**config.mk**
```make
export PLATFORM = sky130hd
export DESIGN_NAME = fgs_update
export DESIGN_NICKNAME = d
export VERILOG_FILES = /design/src/rtl/fgs_pkg.sv /design/src/rtl/fgs_update.sv
export SDC_FILE = /design/constraint.sdc
export NUM_CORES = 2
export LEC_CHECK = 0
export ABC_AREA = 0
export ABC_CLOCK_PERIOD_IN_PS = 11000
export BUFFER_PORTS_ARGS = -buffer_cell sky130_fd_sc_hd__buf_2
export CAP_MARGIN = 10
export CORE_MARGIN = 5
export CORE_UTILIZATION = 52
export DETAILED_ROUTE_END_ITERATION = 10
export PLACE_DENSITY = 0.69
export RECOVER_POWER = 100
export SYNTH_ARGS = -nofsm -noshare
export SYNTH_HDL_FRONTEND = slang
export SYNTH_SLANG_ARGS = --single-unit
```
**constraint.sdc**
```tcl
create_clock -name clk -period 11 [get_ports clk]
set_input_delay 1.65 -clock clk [delete_from_list [all_inputs] [get_ports clk]]
set_output_delay 1.65 -clock clk [all_outputs]
set_load 0.02 [all_outputs]
```
**src/rtl/fgs_pkg.sv**
```systemverilog
package fgs_pkg;

    localparam int VALUE_WIDTH   = 32;
    localparam int FRACTION_BITS = 16;
    localparam int REG_WIDTH     = VALUE_WIDTH - 1;
    localparam int PROD_WIDTH    = 2 * VALUE_WIDTH;
    localparam int SUM_WIDTH     = VALUE_WIDTH + 3;
    localparam int INDEX_WIDTH   = 3;
    localparam int PIPE_DEPTH    = 8;

    typedef logic signed [VALUE_WIDTH-1:0] value_t;
    typedef logic [REG_WIDTH-1:0]          creg_t;
    typedef logic signed [PROD_WIDTH-1:0]  prod_t;
    typedef logic signed [SUM_WIDTH-1:0]   wide_t;
    typedef logic [INDEX_WIDTH-1:0]        index_t;

    localparam index_t REG_TIME_STEP         = 3'd0;
    localparam index_t REG_INV_REYNOLDS      = 3'd1;
    localparam index_t REG_INV_DX_SQUARED    = 3'd2;
    localparam index_t REG_INV_DY_SQUARED    = 3'd3;
    localparam index_t REG_INV_DX_QUARTER    = 3'd4;
    localparam index_t REG_INV_DY_QUARTER    = 3'd5;
    localparam index_t REG_UPWIND_DX_QUARTER = 3'd6;
    localparam index_t REG_UPWIND_DY_QUARTER = 3'd7;

    localparam creg_t ONE_RESET     = creg_t'(1) << FRACTION_BITS;
    localparam creg_t QUARTER_RESET = creg_t'(1) << (FRACTION_BITS - 2);

    localparam value_t VALUE_MAX = {1'b0, {(VALUE_WIDTH-1){1'b1}}};
    localparam value_t VALUE_MIN = {1'b1, {(VALUE_WIDTH-1){1'b0}}};

    typedef struct packed {
        value_t p;
        value_t pp;
        value_t q;
        value_t qq;
        value_t r;
        value_t s;
        value_t ap;
        value_t aq;
    } conv_in_t;

    typedef struct packed {
        conv_in_t f_cx;
        conv_in_t f_cy;
        conv_in_t g_cx;
        conv_in_t g_cy;
        value_t   f_d2x;
        value_t   f_d2y;
        value_t   g_d2x;
        value_t   g_d2y;
        value_t   u_center;
        value_t   v_center;
    } prep_t;

    function automatic wide_t widen(input value_t a);
        return wide_t'(a);
    endfunction

    function automatic value_t sat_value(input wide_t x);
        if (x > wide_t'(VALUE_MAX))
        begin
            return VALUE_MAX;
        end
        if (x < wide_t'(VALUE_MIN))
        begin
            return VALUE_MIN;
        end
        return x[VALUE_WIDTH-1:0];
    endfunction

    function automatic value_t add_sat(input value_t a, input value_t b);
        return sat_value(widen(a) + widen(b));
    endfunction

    function automatic value_t sub_sat(input value_t a, input value_t b);
        return sat_value(widen(a) - widen(b));
    endfunction

    function automatic value_t second_diff(input value_t a, input value_t c, input value_t b);
        return sat_value(widen(a) - (widen(c) <<< 1) + widen(b));
    endfunction

    function automatic value_t abs_value(input value_t a);
        if (a == VALUE_MIN)
        begin
            return VALUE_MAX;
        end
        return (a < 0) ? -a : a;
    endfunction

    function automatic value_t from_reg(input creg_t r);
        return value_t'({1'b0, r});
    endfunction

    function automatic prod_t mul_value(input value_t a, input value_t b);
        return prod_t'(a) * prod_t'(b);
    endfunction

    function automatic value_t round_product(input prod_t p);
        prod_t half;
        prod_t adj;
        logic signed [PROD_WIDTH-FRACTION_BITS-1:0] q;
        half = prod_t'(1) <<< (FRACTION_BITS - 1);
        adj  = (p < 0) ? (p + half - prod_t'(1)) : (p + half);
        q    = adj[PROD_WIDTH-1:FRACTION_BITS];
        if (q > (PROD_WIDTH-FRACTION_BITS)'(VALUE_MAX))
        begin
            return VALUE_MAX;
        end
        if (q < (PROD_WIDTH-FRACTION_BITS)'(VALUE_MIN))
        begin
            return VALUE_MIN;
        end
        return q[VALUE_WIDTH-1:0];
    endfunction

endpackage

```
**src/rtl/fgs_update.sv**
```systemverilog
module fgs_update (
    input  logic            clk,
    input  logic            en,
    input  fgs_pkg::value_t center,
    input  fgs_pkg::value_t visc,
    input  fgs_pkg::value_t conv_x,
    input  fgs_pkg::value_t conv_y,
    input  fgs_pkg::creg_t  time_step,
    output fgs_pkg::value_t result
);

    fgs_pkg::value_t center_reg [0:5];
    fgs_pkg::value_t inner_reg;
    fgs_pkg::prod_t  step_prod_reg;
    fgs_pkg::value_t result_reg;

    always_ff @(posedge clk)
    begin
        if (en)
        begin
            center_reg[0] <= center;
            for (int i = 1; i < 6; i++)
            begin
                center_reg[i] <= center_reg[i-1];
            end
            inner_reg     <= fgs_pkg::sat_value(fgs_pkg::widen(visc) - fgs_pkg::widen(conv_x)
                                                - fgs_pkg::widen(conv_y));
            step_prod_reg <= fgs_pkg::mul_value(fgs_pkg::from_reg(time_step), inner_reg);
            result_reg    <= fgs_pkg::add_sat(center_reg[5],
                                              fgs_pkg::round_product(step_prod_reg));
        end
    end

    assign result = result_reg;

endmodule

```
==> out/qor.yml <==
logic_synthesis:
  ys_types: 89
  seq_area_frac_synth_pct: 19.5
  synth_xor_xnor_area_share_pct: 3.44
  syn_nets: 6496
  synthAdderAreaFrac_pct: 45.8
  ys.flop_type: "edfxtp_1"
  synth_compound_area_share_pct: 6.94
  synth_edf_count: 320
  syn_inst: 5070
  synthMuxAreaShare_pct: 0.208
  synth-async-reset-ratio_pct: 0
  synth-simple-area-share_pct: 14.3
  syn_avg_cell_area_um2: 9.74
  synth_top_family_by_area: "adder cells"
  synth_area_um2: 49400
  synth-seq-cells: 320
  ys_warn_count: 0
min_path:
  hp-class: "reg2reg"
setup_path:
  start_kind: "input port"
  crit_required_ns: 11.37
  critical_path_class: "in2reg"
  cp-end-kind: "flip-flop"
  crit_fanout: 23
  cp.arrival_ns: 10.37
routing:
  via_per_inst: 5.56
  drc_errors: 0
  drt_first_pass_iters: 5
  first_iter_violations: 2724
  wl_per_cell_um: 20.1
  wirelength_mm: 129
  num_vias: 35692
  ant_nets: 0
sta:
  rsz0062_at_grt: "no"
  worst_pin_slew_ns: 5.06
  fin_crit_sh_pct: 90.9
  finalSetupTns_ns: 0
  finalMaxSlewViolations: 359
  finalHoldViolCount: 0
  maxSlewHeadroom_pct: -237
  period_minus_slack_ns: 10.00
  fin_skew_ns: 0.0492
  setup_viol: 0
  fmaxAchievable_ghz: 0.100
cts:
  cts-buffers-inserted: 37
  htreeDepth: 2
  cts_setup_buffers: 0
  cts_sinks: 320
  root_buffer: "clkbuf_16"
  cts_hold_buf: 0
  cts_buffer_depth: 3
  clk_pin_slew_ns: 0.06
  cts_tree: "yes"
  postCtsResizedCells: 0
  clk_latency_ns: 0.58
finish:
  area.growth.synth_to_final_pct: 6.52
  num-nets-final: 6550
  largest_reg_flops: 192
  layout-drive-gt1-share_pct: 6.52
flow_run:
  drv_cap: 5
floorplan:
  placeableCoreArea_um2: 94600
  io_pins: 193
  fp.dieH_um: 318
  start_util_pct: 52.2
  die-width_um: 318
  die_area_um2: 101000
  rows: 113
placement:
  numPortBuffers: 192
  hpwl_mm: 102
  place_congestion: 0.941
grt:
  grt_start_max_net_pins: 98
  antenna_found_initial: 5
  grt_pass1_wl_mm: 208
  grt_pass1_vias: 38361
  track_usage_pct: 25.8
  overflow: 0
status:
  status: "complete, but fails checks"
  violations: "max-capacitance violations, max-slew violations"
==> critical path, cell delays in order <==
cell and delay (ns):
buf_2 0.57, clkbuf_1 0.44, nand2_1 0.15, fa_1 0.55, inv_1 0.05, fa_1 0.53, inv_1 0.05, fa_1 0.49
inv_1 0.05, fa_1 0.56, inv_1 0.06, fa_1 0.38, fa_1 0.51, inv_1 0.05, fa_1 0.51, inv_1 0.06
fa_1 0.48, inv_1 0.04, ha_1 0.41, and4_1 0.24, nand3_1 0.12, o311ai_0 0.89, a41o_1 0.38, a31oi_1 0.24
o21ai_0 0.42, a31oi_1 0.14, o311ai_0 0.31
==> kinds of logic after synthesis <==
group,Yosys count
multiplexers,10
AND/OR/NAND/NOR,1476
adder cells (fa/ha/maj),1266
buffers and inverters,1276
flip-flops,320
AO/OA/AOI/OAI,528
XOR/XNOR,194
==> layer usage <==
metal	share of wire [%]	vias up	GRT usage, %
met3	7.8	384	4.74
met2	49	1464	44.3
met4	5.6	0	11.7
met1	38	17939	32.1
met5	0	-	0
li1	-	15905	-
==> final cells by class <==
cell class                 instances  area (um^2)
inverter                        1032         3870
multi-input combinational       3474        34900
clock inverter                    25          259
clock buffer                      41          941
antenna                            5         12.5
sequential                       320         9610
fill                            8276        42000
tap                             1265         1580
timing repair buffer             259         1410
==> stage by stage <==
step | hold slack (ns) | setup WS (ns) | util (%) | cell area [um^2] | std cells
after floorplan | 0.400 | 1.93 | - | 49400 | 5070
after global placement | 0.400 | 0.771 | 54.4 | 51500 | 6350
after detailed placement | 0.405 | 0.682 | 54.4 | 51500 | 6350
after CTS | 0.396 | 1.25 | 55.7 | 52700 | 6416
after global routing | 0.408 | 0.406 | 55.6 | 52600 | 6417
final | 0.403 | 0.999 | 55.6 | 52600 | 6421
==> Yosys cell counts, types with 4 or more instances <==
| master | instances | area (um^2) |
|---|---|---|
| mux2i_1 | 8 | 80.1 |
| o21bai_1 | 19 | 143 |
| nor3_1 | 51 | 255 |
| and3_1 | 17 | 106 |
| inv_1 | 1032 | 3870 |
| nand4_1 | 39 | 244 |
| o21a_1 | 17 | 128 |
| a211oi_1 | 13 | 97.6 |
| nor4_1 | 20 | 125 |
| nor4b_1 | 6 | 52.6 |
| nand2b_1 | 47 | 294 |
| o31ai_1 | 8 | 60.1 |
| buf_2 | 18 | 90.1 |
| nand2_1 | 813 | 3050 |
| nor2b_1 | 20 | 125 |
| edfxtp_1 | 320 | 9610 |
| nand3_1 | 51 | 255 |
| and4_1 | 19 | 166 |
| ha_1 | 365 | 4570 |
| o21ai_2 | 27 | 236 |
| o21ai_0 | 126 | 631 |
| a31oi_1 | 19 | 119 |
| a211o_1 | 7 | 61.3 |
| xor2_1 | 72 | 631 |
| a311oi_1 | 4 | 35.0 |
| or4_1 | 5 | 37.5 |
| buf_4 | 7 | 52.6 |
| xnor2_1 | 122 | 1070 |
| clkbuf_1 | 212 | 796 |
| nor2_1 | 80 | 300 |
| o211ai_1 | 10 | 75.1 |
| o21ai_1 | 7 | 35.0 |
| a31o_2 | 9 | 78.8 |
| fa_1 | 900 | 18000 |
| and2_1 | 267 | 1670 |
| or2_2 | 7 | 43.8 |
| a21oi_1 | 133 | 666 |
| or3_1 | 9 | 56.3 |
| a21o_1 | 79 | 593 |
==> placed cells by master, fill, tap and decap left out, drive strengths merged, types with 6 or more instances in the layout <==
cell type and n:
nor3 53, a21o 79, clkbuf 84, fa 900, nor2b 20, nor4b 6
nor4 25, o21ai 160, a21oi 133, and3 17, o31ai 8, buf 216
mux2i 8, xnor2 122, and4 19, o211ai 10, nor2 81, o21a 17
a31o 9, or4 6, nand4 42, a211o 7, or2 7, inv 1037
nand3 52, clkinv 14, ha 365, or3 9, a31oi 19, and2 267
nand2 813, o21bai 19, nand2b 47, xor2 72, edfxtp 320, a211oi 15
==> path summary, 6_finish.rpt <==
| check | cells past startpoint | to | slack [ns] | from |
|---|---|---|---|---|
| max | 27 | step_prod_reg[56] | 1.0 | time_step[13] |
| min | 0 | center_reg[2][20] | 0.40 | center_reg[1][20] |
| max reg2reg | 22 | result[9] | 1.17 | step_prod_reg[33] |
| min reg2reg | 0 | center_reg[2][20] | 0.40 | center_reg[1][20] |
Power is left out: the tool's default activity adds up to more than one toggle a clock period on the data nets, which glitch-free logic cannot reach.
