`src/rtl/fgs_pkg.sv`:
```
package fgs_pkg;

    localparam int VALUE_WIDTH   = 32;
    localparam int FRACTION_BITS = 16;
    localparam int REG_WIDTH     = VALUE_WIDTH - 1;
    localparam int PROD_WIDTH    = 2 * VALUE_WIDTH;
    localparam int SUM_WIDTH     = VALUE_WIDTH + 3;
    localparam int INDEX_WIDTH   = 3;
    localparam int PIPE_DEPTH    = 8;

    typedef logic signed [VALUE_WIDTH-1:0] value_t;
    typedef logic [REG_WIDTH-1:0]          creg_t;
    typedef logic signed [PROD_WIDTH-1:0]  prod_t;
    typedef logic signed [SUM_WIDTH-1:0]   wide_t;
    typedef logic [INDEX_WIDTH-1:0]        index_t;

    localparam index_t REG_TIME_STEP         = 3'd0;
    localparam index_t REG_INV_REYNOLDS      = 3'd1;
    localparam index_t REG_INV_DX_SQUARED    = 3'd2;
    localparam index_t REG_INV_DY_SQUARED    = 3'd3;
    localparam index_t REG_INV_DX_QUARTER    = 3'd4;
    localparam index_t REG_INV_DY_QUARTER    = 3'd5;
    localparam index_t REG_UPWIND_DX_QUARTER = 3'd6;
    localparam index_t REG_UPWIND_DY_QUARTER = 3'd7;

    localparam creg_t ONE_RESET     = creg_t'(1) << FRACTION_BITS;
    localparam creg_t QUARTER_RESET = creg_t'(1) << (FRACTION_BITS - 2);

    localparam value_t VALUE_MAX = {1'b0, {(VALUE_WIDTH-1){1'b1}}};
    localparam value_t VALUE_MIN = {1'b1, {(VALUE_WIDTH-1){1'b0}}};

    typedef struct packed {
        value_t p;
        value_t pp;
        value_t q;
        value_t qq;
        value_t r;
        value_t s;
        value_t ap;
        value_t aq;
    } conv_in_t;

    typedef struct packed {
        conv_in_t f_cx;
        conv_in_t f_cy;
        conv_in_t g_cx;
        conv_in_t g_cy;
        value_t   f_d2x;
        value_t   f_d2y;
        value_t   g_d2x;
        value_t   g_d2y;
        value_t   u_center;
        value_t   v_center;
    } prep_t;

    function automatic wide_t widen(input value_t a);
        return wide_t'(a);
    endfunction

    function automatic value_t sat_value(input wide_t x);
        if (x > wide_t'(VALUE_MAX))
        begin
            return VALUE_MAX;
        end
        if (x < wide_t'(VALUE_MIN))
        begin
            return VALUE_MIN;
        end
        return x[VALUE_WIDTH-1:0];
    endfunction

    function automatic value_t add_sat(input value_t a, input value_t b);
        return sat_value(widen(a) + widen(b));
    endfunction

    function automatic value_t sub_sat(input value_t a, input value_t b);
        return sat_value(widen(a) - widen(b));
    endfunction

    function automatic value_t second_diff(input value_t a, input value_t c, input value_t b);
        return sat_value(widen(a) - (widen(c) <<< 1) + widen(b));
    endfunction

    function automatic value_t abs_value(input value_t a);
        if (a == VALUE_MIN)
        begin
            return VALUE_MAX;
        end
        return (a < 0) ? -a : a;
    endfunction

    function automatic value_t from_reg(input creg_t r);
        return value_t'({1'b0, r});
    endfunction

    function automatic prod_t mul_value(input value_t a, input value_t b);
        return prod_t'(a) * prod_t'(b);
    endfunction

    function automatic value_t round_product(input prod_t p);
        prod_t half;
        prod_t adj;
        logic signed [PROD_WIDTH-FRACTION_BITS-1:0] q;
        half = prod_t'(1) <<< (FRACTION_BITS - 1);
        adj  = (p < 0) ? (p + half - prod_t'(1)) : (p + half);
        q    = adj[PROD_WIDTH-1:FRACTION_BITS];
        if (q > (PROD_WIDTH-FRACTION_BITS)'(VALUE_MAX))
        begin
            return VALUE_MAX;
        end
        if (q < (PROD_WIDTH-FRACTION_BITS)'(VALUE_MIN))
        begin
            return VALUE_MIN;
        end
        return q[VALUE_WIDTH-1:0];
    endfunction

endpackage

```
`src/rtl/fgs_prep.sv`:
```
module fgs_prep (
    input  logic            clk,
    input  logic            en,
    input  fgs_pkg::value_t u_west,
    input  fgs_pkg::value_t u_west_north,
    input  fgs_pkg::value_t u_south,
    input  fgs_pkg::value_t u_center,
    input  fgs_pkg::value_t u_north,
    input  fgs_pkg::value_t u_east,
    input  fgs_pkg::value_t v_west,
    input  fgs_pkg::value_t v_south,
    input  fgs_pkg::value_t v_center,
    input  fgs_pkg::value_t v_north,
    input  fgs_pkg::value_t v_east_south,
    input  fgs_pkg::value_t v_east,
    output fgs_pkg::prep_t  prep
);

    fgs_pkg::prep_t prep_reg;
    fgs_pkg::prep_t prep_next;

    function automatic fgs_pkg::conv_in_t make_conv(
        input fgs_pkg::value_t p,
        input fgs_pkg::value_t pp,
        input fgs_pkg::value_t q,
        input fgs_pkg::value_t qq,
        input fgs_pkg::value_t r,
        input fgs_pkg::value_t s
    );
        fgs_pkg::conv_in_t c;
        c.p  = p;
        c.pp = pp;
        c.q  = q;
        c.qq = qq;
        c.r  = r;
        c.s  = s;
        c.ap = fgs_pkg::abs_value(p);
        c.aq = fgs_pkg::abs_value(q);
        return c;
    endfunction

    always_comb
    begin
        prep_next.f_d2x = fgs_pkg::second_diff(u_east, u_center, u_west);
        prep_next.f_d2y = fgs_pkg::second_diff(u_north, u_center, u_south);
        prep_next.g_d2x = fgs_pkg::second_diff(v_east, v_center, v_west);
        prep_next.g_d2y = fgs_pkg::second_diff(v_north, v_center, v_south);
        prep_next.f_cx = make_conv(
            fgs_pkg::add_sat(u_center, u_east), fgs_pkg::add_sat(u_center, u_east),
            fgs_pkg::add_sat(u_west, u_center), fgs_pkg::add_sat(u_west, u_center),
            fgs_pkg::sub_sat(u_center, u_east), fgs_pkg::sub_sat(u_west, u_center));
        prep_next.f_cy = make_conv(
            fgs_pkg::add_sat(v_center, v_east), fgs_pkg::add_sat(u_center, u_north),
            fgs_pkg::add_sat(v_south, v_east_south), fgs_pkg::add_sat(u_south, u_center),
            fgs_pkg::sub_sat(u_center, u_north), fgs_pkg::sub_sat(u_south, u_center));
        prep_next.g_cx = make_conv(
            fgs_pkg::add_sat(u_center, u_north), fgs_pkg::add_sat(v_center, v_east),
            fgs_pkg::add_sat(u_west, u_west_north), fgs_pkg::add_sat(v_west, v_center),
            fgs_pkg::sub_sat(v_center, v_east), fgs_pkg::sub_sat(v_west, v_center));
        prep_next.g_cy = make_conv(
            fgs_pkg::add_sat(v_center, v_north), fgs_pkg::add_sat(v_center, v_north),
            fgs_pkg::add_sat(v_south, v_center), fgs_pkg::add_sat(v_south, v_center),
            fgs_pkg::sub_sat(v_center, v_north), fgs_pkg::sub_sat(v_south, v_center));
        prep_next.u_center = u_center;
        prep_next.v_center = v_center;
    end

    always_ff @(posedge clk)
    begin
        if (en)
        begin
            prep_reg <= prep_next;
        end
    end

    assign prep = prep_reg;

endmodule

```
`config.mk`:
```
export PLATFORM = sky130hd
export DESIGN_NAME = fgs_prep
export DESIGN_NICKNAME = d
export VERILOG_FILES = /design/src/rtl/fgs_pkg.sv /design/src/rtl/fgs_prep.sv
export SDC_FILE = /design/constraint.sdc
export NUM_CORES = 2
export LEC_CHECK = 0
export BUFFER_PORTS_ARGS = -buffer_cell sky130_fd_sc_hd__buf_2
export CAP_MARGIN = 0
export CORE_AREA = 8 8 619 621
export DETAILED_ROUTE_END_ITERATION = 8
export DIE_AREA = 0 0 627 629
export PLACE_DENSITY = 0.51
export SYNTH_ARGS = -nofsm -noshare
export SYNTH_HDL_FRONTEND = slang
export SYNTH_SLANG_ARGS = --single-unit
export TNS_END_PERCENT = 100
```
`constraint.sdc`:
```
create_clock -name clk -period 5.75 [get_ports clk]
set_clock_uncertainty 0.1 [all_clocks]
set_input_delay 0 -clock clk [delete_from_list [all_inputs] [get_ports clk]]
set_output_delay 0 -clock clk [all_outputs]
set_load 0.02 [all_outputs]
```
==> out/metrics.yaml <==
setup.worst_path.end_class: "flip-flop"
core_sq_mm: 0.374
async_flop_share_pct: 0
syn-mean-instance-area_sq_um: 8.96
cts_tree: "built"
synth_ff_type: "edfxtp_1"
critical_path.slowest_cell: "dlygate4sd3_1"
portBuffers: 1601
p_leak_nw: 47.6
peakVddDrop_uv: 253
synth_seq_area_share_pct: 34.9
initial_utilization_pct: 23.6
drc: 0
ant_nets: 0
dr.pass1.iters: 6
mostFrequentLayoutCells: "1,598 x buf_2, 1,024 x edfxtp_1, 967 x inv_1"
cp.arrival_ps: 6000
highest_layer: "met5"
power-per-cell-area_mw_per_mm2: 361
routed-wl-met2_mm: 245
synth-edff-count: 1024
drive_above_1_share_pct: 21.4
antenna_found_initial: 142
critPathLaunchType: "primary input"
routed-via-count: 87600
h-tree-depth: 4
min_delay_path_depth: 5
worst_hold_slack_ps: 46.1
synth_top_family_by_area: "compound AO/OA/AOI/OAI gates"
hold_violations: 0
hold_class: "primary input to flip-flop"
min_period_over_period_pct: 95.8
grt_pass1_vias: 82700
gr-total-overflow: 0
grt_use_total_pct: 25.4
synthSimpleGateAreaFrac_pct: 13.5
synth_compound_area_share_pct: 21.1
route.met3.wl_mm: 41.2
yosysTopAreaCell: "edfxtp_1"
io_pins: 1602
die-area_sq_mm: 0.394
clk_pin_slew_ps: 60
cts_num_sinks: 1024
largest_register_ffs: 1024
power_mw: 40.0
nets: 12900
postSynthCellCount: 9826
drt_iter0_markers: 9913
syn2layout_area_growth_pct: 25.6
synthMuxAreaShare_pct: 0.374
holdPathEnd: "prep[865]"
gp_congestion: 1.01
min_period_ps: 5510
cts_made_buffers: 141
netlist_area_sq_mm: 0.0880
ys_ff_latch: 1024
hold_start: "v_east_south[1]"
clock_path_buffers: 4
routed_wl_mm: 532
synth_cell_types: 108
row_count: 225
wl_per_cell_um: 31.6
synth_warnings: 0
syn-num-nets: 11100
worstPathRequired_ps: 6240
max_freq_ghz: 0.182
max_stage_delay_ps: 950
fin_setup_tns_ps: 0
cp_max_fo: 15
die_h_um: 629
setup_viol: 0
critPathKind: "primary input to flip-flop"
grt_max_degree: 175
avgViaCountPerCell: 5.20
synthAdderAreaFrac_pct: 15.0
met1_length_mm: 207
die_w_um: 627
synthTopCellsByArea: "edfxtp_1 35%, ha_1 10%, xnor2_1 5.6%, a21oi_1 5.5%, inv_1 4.1%"
slew_headroom_pct: 14.2
tightest_slew_ps: 1270
status: "complete, no violations"
grt_pass1_wl_mm: 705
path_cells: "dlygate4sd3_1 > buf_2 > clkinvlp_4 > buf_12 > buf_4 > fa_1 > a21o_1 > a21oi_1 > o21ai_0 > a41oi_1 > o21ai_0 > a221oi_2 > o21ai_0 > a21oi_1 > nand4b_1 > a21oi_2 > buf_12 > dlygate4sd3_1 > a21oi_1"
rsz0062_at_grt: "false"
clockRootBuffer: "clkbuf_16"
netlist.area_leader.share_pct: 34.9
final-max-slew-violation-count: 0
final_common_cell: "buf_2"
hpwl_mm: 451
synthXorXnorAreaFrac_pct: 7.27
drv_cap: 0
==> routing by layer <==
layer | global-route usage (%) | vias up
met5 | 0 | -
met4 | 15.5 | 26
met3 | 5.09 | 925
met2 | 41.3 | 4356
met1 | 30.8 | 43600
li1 | - | 38800
==> kinds of logic after synthesis <==
family	after synthesis
simple gates	2474
xor+xnor	731
fa+ha+maj	994
compound gates	2957
mux	32
flops	1024
buf+inv	1614
==> timing repair <==
action,4_1_cts,5_1_grt
hold endpoints to repair,479,0
setup endpoints to repair,0,53
gates resized for setup,0,13
hold buffers,228,0
setup buffers,0,2
==> power by group <==
group	internal [mW]	switching, mW
clock	5.20	3.95
sequential	10.6	1.50
combinational	5.90	12.8
total	21.7	18.3
==> synth_stat cells, types with 18 or more instances <==
cell,count
a21boi_0,38
a21o_1,264
or2_2,60
nand2b_1,104
nor4_1,80
a211oi_1,81
a21oi_1,960
nand4_1,62
nor2b_1,91
mux2i_1,25
clkbuf_1,392
and2_1,39
nand3_1,196
or4_1,29
nor2_1,706
inv_1,969
edfxtp_1,1024
o211ai_1,58
nand2_1,661
maj3_1,128
o21a_1,96
o41ai_1,18
and3_1,73
or3_1,67
o21ai_0,676
xor2_1,170
buf_4,192
xnor2_1,561
o21bai_1,128
a211o_1,29
fa_1,146
nor3b_1,25
a221oi_1,22
nand3b_1,28
a31oi_1,95
a2111oi_0,31
buf_2,25
ha_1,720
o22ai_1,48
o31ai_1,101
o311ai_0,19
o21ai_1,21
buf_1,19
nor3_1,187
==> metrics by stage <==
stage          util, %  instance area (sq um)  worst slack [ps]  cells
2_1_floorplan        -                  88000               105   9826
3_5_place_dp      27.7                 103000              6.29  16300
3_3_place_gp      27.7                 103000              74.1  16300
5_1_grt           29.6                 111000              60.6  16800
4_1_cts           29.5                 110000               186  16800
6_report          29.6                 111000               242  16900
==> critical path: cells and delay by family <==
kind	cells	cell delay, ps
AOI/OAI and AO/OA	10	2910
and+or+nand+nor	1	150
adders and majority gates	1	440
buffers and inverters	7	2490
==> cell type report <==
| type | count | area (sq um) |
|---|---|---|
| multi-input combinational | 7188 | 50700 |
| clock buffer | 161 | 3600 |
| inverter | 981 | 3690 |
| clock inverter | 88 | 977 |
| timing repair buffer | 2357 | 14500 |
| tap | 4994 | 6250 |
| fill | 40200 | 263000 |
| sequential | 1024 | 30700 |
| antenna | 68 | 170 |
==> worst max path at each step <==
stage                      startpoint          to  slack, ps  depth (start not counted)
after floorplan           u_center[1]   prep[499]        100                         25
after global placement    v_center[1]   prep[218]         70                         21
after detailed placement  u_center[1]   prep[984]          6                         22
after CTS                 u_center[1]   prep[496]        190                         23
after global routing      u_center[1]  prep[1008]         60                         24
final                     u_center[1]   prep[771]        240                         19
(Power assumes the default switching activity.)
